===== src/rct_pkg.sv =====
`timescale 1ns / 1ps
// ----------------------------------------------------------------------------
// rct_pkg: shared types and constants for the rank correlation block
// widths of samples, counts and the store, and the sequencer states
// ----------------------------------------------------------------------------
package rct_pkg;
	localparam int MaxSamples  = 1024;
	localparam int SampleWidth = 32;
	localparam int AddrWidth   = $clog2(MaxSamples);
	localparam int CountWidth  = AddrWidth + 1;
	localparam int AccWidth    = 20;
	localparam int OutCntWidth = 19;
	localparam int SumWidth    = AccWidth + 1;
	localparam int ProdWidth   = 2 * SumWidth;
	localparam int TauWidth    = 16;
	localparam int QWidth      = 16;

	typedef enum logic [2:0] {
		ST_IDLE,
		ST_SCAN,
		ST_FLUSH,
		ST_TAU,
		ST_OUT
	} rct_state_t;

	// tally of one compare, one-hot or zero
	typedef struct packed {
		logic conc;
		logic disc;
		logic tie_x;
		logic tie_y;
	} rct_tally_t;
endpackage


===== src/rct_tau.sv =====
`timescale 1ns / 1ps
// ----------------------------------------------------------------------------
// rct_tau: tau magnitude by bit-serial search
// finds largest q with (2q-1)^2 * p <= (65536*a)^2, one bit at a time from the top
// ----------------------------------------------------------------------------
module rct_tau (
	input  logic                             clk,
	input  logic                             arst_n,
	input  logic                             start,
	input  logic [rct_pkg::SumWidth-1:0]     a,
	input  logic [rct_pkg::ProdWidth-1:0]    p,
	output logic                             done,
	output logic [rct_pkg::QWidth-1:0]       q
);
	import rct_pkg::*;

	localparam int TWidth   = QWidth + 1;
	localparam int T2Width  = 2 * TWidth;
	localparam int PPWidth  = T2Width + SumWidth;
	localparam int LWidth   = T2Width + ProdWidth;
	localparam int RWidth   = SumWidth + 16;
	localparam int R2Width  = 2 * RWidth;
	localparam int ASqWidth = 2 * SumWidth;

	// steps of one bit
	localparam logic [1:0] PhSquare  = 2'd0;
	localparam logic [1:0] PhLow     = 2'd1;
	localparam logic [1:0] PhHigh    = 2'd2;
	localparam logic [1:0] PhCompare = 2'd3;

	logic [QWidth-1:0]      q_q;
	logic [4:0]             bit_q;
	logic                   busy_q;
	logic [1:0]             phase_q;
	logic [T2Width-1:0]     tsq_q;
	logic [R2Width-1:0]     rsq_q;
	logic [ProdWidth-1:0]   p_q;
	logic [LWidth-1:0]      lhs_q;
	logic [QWidth-1:0]      cand;
	logic [TWidth-1:0]      t;
	logic [SumWidth-1:0]    p_half;
	logic [PPWidth-1:0]     pp;

	// candidate sets the current bit; the top bit has value 32768
	assign cand = q_q | (QWidth'(1) << bit_q[3:0]);
	assign t    = {cand, 1'b0} - TWidth'(1);

	// one shared multiplier, low half of p then high half
	assign p_half = (phase_q == PhLow) ? p_q[SumWidth-1:0] : p_q[ProdWidth-1:SumWidth];
	assign pp     = PPWidth'(tsq_q) * PPWidth'(p_half);

	// square, two partial products, then compare
	always_ff @(posedge clk or negedge arst_n) begin
		if (!arst_n) begin
			busy_q  <= 1'b0;
			phase_q <= PhSquare;
			bit_q   <= '0;
			q_q     <= '0;
			done    <= 1'b0;
		end else begin
			done <= 1'b0;
			if (start) begin
				busy_q  <= 1'b1;
				phase_q <= PhSquare;
				bit_q   <= 5'd15;
				q_q     <= '0;
			end else if (busy_q) begin
				phase_q <= phase_q + 2'd1;
				if (phase_q == PhCompare) begin
					if (lhs_q <= LWidth'(rsq_q)) begin
						q_q <= cand;
					end
					if (bit_q == 5'd0) begin
						busy_q <= 1'b0;
						done   <= 1'b1;
					end else begin
						bit_q <= bit_q - 5'd1;
					end
				end
			end
		end
	end

	// operand registers
	always_ff @(posedge clk) begin
		if (start) begin
			p_q   <= p;
			rsq_q <= {ASqWidth'(a) * ASqWidth'(a), 32'd0};
		end
		if (busy_q) begin
			case (phase_q)
				PhSquare: tsq_q <= T2Width'(t) * T2Width'(t);
				PhLow:    lhs_q <= LWidth'(pp);
				PhHigh:   lhs_q <= lhs_q + (LWidth'(pp) << SumWidth);
				default:  ;
			endcase
		end
	end

	// search never exceeds 32768 when a * a <= p
	assign q = q_q;

	ap_done: assert property (@(posedge clk) disable iff (!arst_n)
		done |-> !busy_q) else $error("tau done while busy");
	ap_start: assert property (@(posedge clk) disable iff (!arst_n)
		start |=> busy_q) else $error("search not started");
	ap_bit: assert property (@(posedge clk) disable iff (!arst_n)
		busy_q |-> bit_q <= 5'd15) else $error("bit index out of range");
endmodule


===== config.mk =====
export PLATFORM = sky130hd
export DESIGN_NAME = rct_tau
export DESIGN_NICKNAME = d
export VERILOG_FILES = /design/src/rct_pkg.sv /design/src/rct_tau.sv
export SDC_FILE = /design/constraint.sdc
export NUM_CORES = 2
export LEC_CHECK = 0
export BUFFER_PORTS_ARGS = -buffer_cell sky130_fd_sc_hd__buf_2
export CELL_PAD_IN_SITES_DETAIL_PLACEMENT = 0
export CELL_PAD_IN_SITES_GLOBAL_PLACEMENT = 2
export CORE_MARGIN = 2
export CORE_UTILIZATION = 39
export DETAILED_ROUTE_END_ITERATION = 7
export PLACE_DENSITY_LB_ADDON = 0.1
export SYNTH_ARGS = -nofsm -noshare
export SYNTH_HDL_FRONTEND = slang
export SYNTH_SLANG_ARGS = --single-unit

===== constraint.sdc =====
create_clock -name clk -period 10.4 [get_ports clk]
set_clock_uncertainty 0.2 [all_clocks]
set_input_delay 2.08 -clock clk [delete_from_list [all_inputs] [get_ports clk]]
set_output_delay 2.08 -clock clk [all_outputs]
set_load 0.1 [all_outputs]

==> results.py <==
metrics = {
    "placement": {
        "dp_hpwl_um": 134000,
        "pre_cts_slack_ns": 0.0622,
        "dp_cells": 7878,
        "portBuffers": 82,
        "global_placement_routability_congestion": 0.882,
        "placedInstanceArea_sq_um": 58400,
    },
    "worst_setup_path": {
        "crit_arrival_ns": 10.12,
        "critical_setup_path_kind": "register to register",
        "cp-end-kind": "register",
        "most_frequent_cell_on_the_critical_path": "fa_1",
        "r2r.worst_path.cells": 33,
        "crit_path_start_kind": "register",
        "critical-path-slowest-cell": "fa_1",
        "worstPathMaxFanout": 18,
        "reg2reg_setup_slack_ns": 0.42,
        "cp_slowest_stage_delay_ns": 0.54,
        "timing.critical_path.max_delay_family": "adder cells",
        "r2r_end": "lhs_q[75]",
        "r2r_start": "phase_q[1]",
        "worst_endpoint_required_time_ns": 10.54,
        "crit_buf_inv": 7,
        "path_depth": 33,
    },
    "cts": {
        "clk_latency_ns": 0.61,
        "clock_tree_root_buffer_cell": "clkbuf_16",
        "clkTransAtPathRegs_ns": 0.09,
        "tritoncts_clock_tree": "built",
        "cts-hold-fix-buffers": 0,
        "clockBufferDepth": 3,
        "cts.sink_count": 215,
        "cts_htree_levels": 2,
        "tritoncts.num_buffers": 34,
    },
    "job": {
        "drv.max_cap_violation_count": 0,
    },
    "synth": {
        "ys_async_sr_fraction": 0.116,
        "synth_seq_area_share": 0.115,
        "post_synth_inst_count": 5978,
        "synth_commonest_cells": "inv_1, fa_1, nand2_1",
        "post_synth_main_area_contributors": "fa_1, ha_1, edfxtp_1",
        "synthMostInstantiatedCell": "inv_1",
        "ys_warn_count": 0,
        "synth_enable_flop_cells": 190,
        "number_of_distinct_library_cells_after_synthesis": 84,
        "post-synth-top-area-fraction": 0.392,
        "total_of_flip_flops_plus_latches_after_synthesis": 215,
        "synthesized_area_per_cell_sq_um": 9.24,
        "netlist.top_cell.by_area": "fa_1",
        "synth_top_flop_cell": "edfxtp_1",
        "mappedNetlistArea_sq_um": 55300,
    },
    "global_routing": {
        "grt_first_pass_wirelength_um": 253000,
        "grtUsageMet2": 0.380,
        "via_count_of_the_first_global_routing_pass": 43100,
        "met1_usage": 0.317,
        "grt_usage": 0.225,
        "grt_max_degree": 58,
        "overflow": 0,
        "grt_use_met3": 0.0182,
        "grt-busiest-layer": "met2",
        "grt_antenna_before_repair": 6,
    },
    "timing": {
        "finalSetupViolations": 0,
        "drv_slew": 0,
        "finalSetupTns_ns": 0,
        "timing.final.hold_violations": 0,
        "max_clock_freq_mhz": 100,
        "slack_of_the_critical_path_ns": 0.423,
        "worstMarginPinSlew_ns": 1.04,
        "rsz0062_at_grt": "yes",
        "final.period_utilization": 0.959,
        "max_transition_margin": 0.305,
        "layout_min_cycle_time_ns": 9.98,
    },
    "routing": {
        "ant_nets": 0,
        "first_pass_iters": 7,
        "vias": 39000,
        "vias_per_cell": 4.91,
        "finalWirelength_um": 158000,
        "per_cell_routed_wire_length_um": 19.9,
        "drc_errors": 0,
        "initialDrtViolationCount": 1850,
    },
    "die": {
        "initial_core_util": 0.392,
        "num_io_pins": 83,
        "num_rows": 138,
        "die_w_um": 380,
        "core_region_area_sq_um": 141000,
        "overall_die_area_sq_um": 145000,
        "die_h_um": 380,
    },
    "final_layout": {
        "multi_input_area_sq_um": 42900,
        "finish.net_count": 7719,
        "fraction_of_layout_cells_with_a_size_suffix_above_1": 0.0691,
        "finalInstanceArea_sq_um": 59700,
        "filler_cell_count": 14300,
        "area_growth_syn_to_layout_pct": 8.13,
        "final-seq-area_sq_um": 6330,
        "finalNonFillerCells": 7944,
    },
    "hold_path": {
        "hold_path_depth": 1,
        "worstHoldPathType": "register to register",
        "hold_start": "bit_q[4]",
        "hold_path_end": "done",
    },
    "status": {
        "run_status": "finished, final reports clean",
    },
}
[repair_timing]
item | in CTS | in global routing
resized for setup | 0 | 42
endpoints found under the setup margin | 0 | 18
setup buffers | 0 | 3
endpoints found under the hold margin | 0 | 0
[final cells by class]
cell class,instances,area share
antenna,3,0.000126
clock buffer,35,0.0143
clock inverter,24,0.00375
inverter,1407,0.0884
multi-input combinational,4124,0.719
sequential,215,0.106
tap,1890,0.0396
timing repair buffer,246,0.0293
[sequential cells by signal, summed over array words and instances (netlist names)]
name	cells
q	16
p_q	42
tsq_q	31
bit_q	5
rsq_q	41
busy_q	1
done	1
lhs_q	76
phase_q	2
[cell families after synthesis]
| logic type | Yosys count | synth area share |
|---|---|---|
| xor gates and xnor gates | 196 | 0.0316 |
| AOI/OAI and AO/OA | 652 | 0.0762 |
| adders and majority gates | 1625 | 0.515 |
| buffers and inverters | 1653 | 0.113 |
| DFF | 215 | 0.115 |
| other | 2 | 0.000136 |
| and+or+nand+nor | 1578 | 0.138 |
| muxes | 57 | 0.0113 |
[cells in the final DEF (no fill, tap or decap), types with 32 or more instances in the layout]
cell type	Yosys	layout
xor2_1	65	63
nor2_1	225	224
clkbuf_16	0	35
edfxtp_1	190	190
o21ai_0	103	102
and2_1	434	432
a31oi_1	40	38
mux2_2	44	38
ha_1	543	532
o21bai_1	34	34
nor2b_1	32	32
a21o_1	110	110
buf_2	10	81
fa_1	1082	1082
xnor2_1	128	123
a21oi_1	218	217
nand2_1	656	656
buf_4	0	155
nand4_1	40	40
inv_1	1401	1400
nand3_1	45	45
[per-layer routing]
metal,up-vias,wire length (um)
met2,572,75800
met5,-,0
met4,0,2820
met1,19900,74800
met3,126,4760
li1,18400,-
[worst max-delay path by stage]
stage,startpoint,to,slack (ns)
after floorplan,phase_q[1],lhs_q[68],0.72
after global placement,phase_q[1],lhs_q[72],0.10
after detailed placement,phase_q[1],lhs_q[72],0.06
after CTS,phase_q[1],lhs_q[72],0.02
after global routing,phase_q[1],lhs_q[72],-0.01
final,phase_q[1],lhs_q[75],0.42
[through the flow]
step,hold WS (ns),util
floorplan,0.252,-
global placement,0.304,0.414
detailed placement,0.292,0.414
CTS,0.281,0.422
global route,0.327,0.423
finish,0.269,0.424
Power is left out: the tool's default activity adds up to more than one toggle a clock period on the data nets, which glitch-free logic cannot reach.
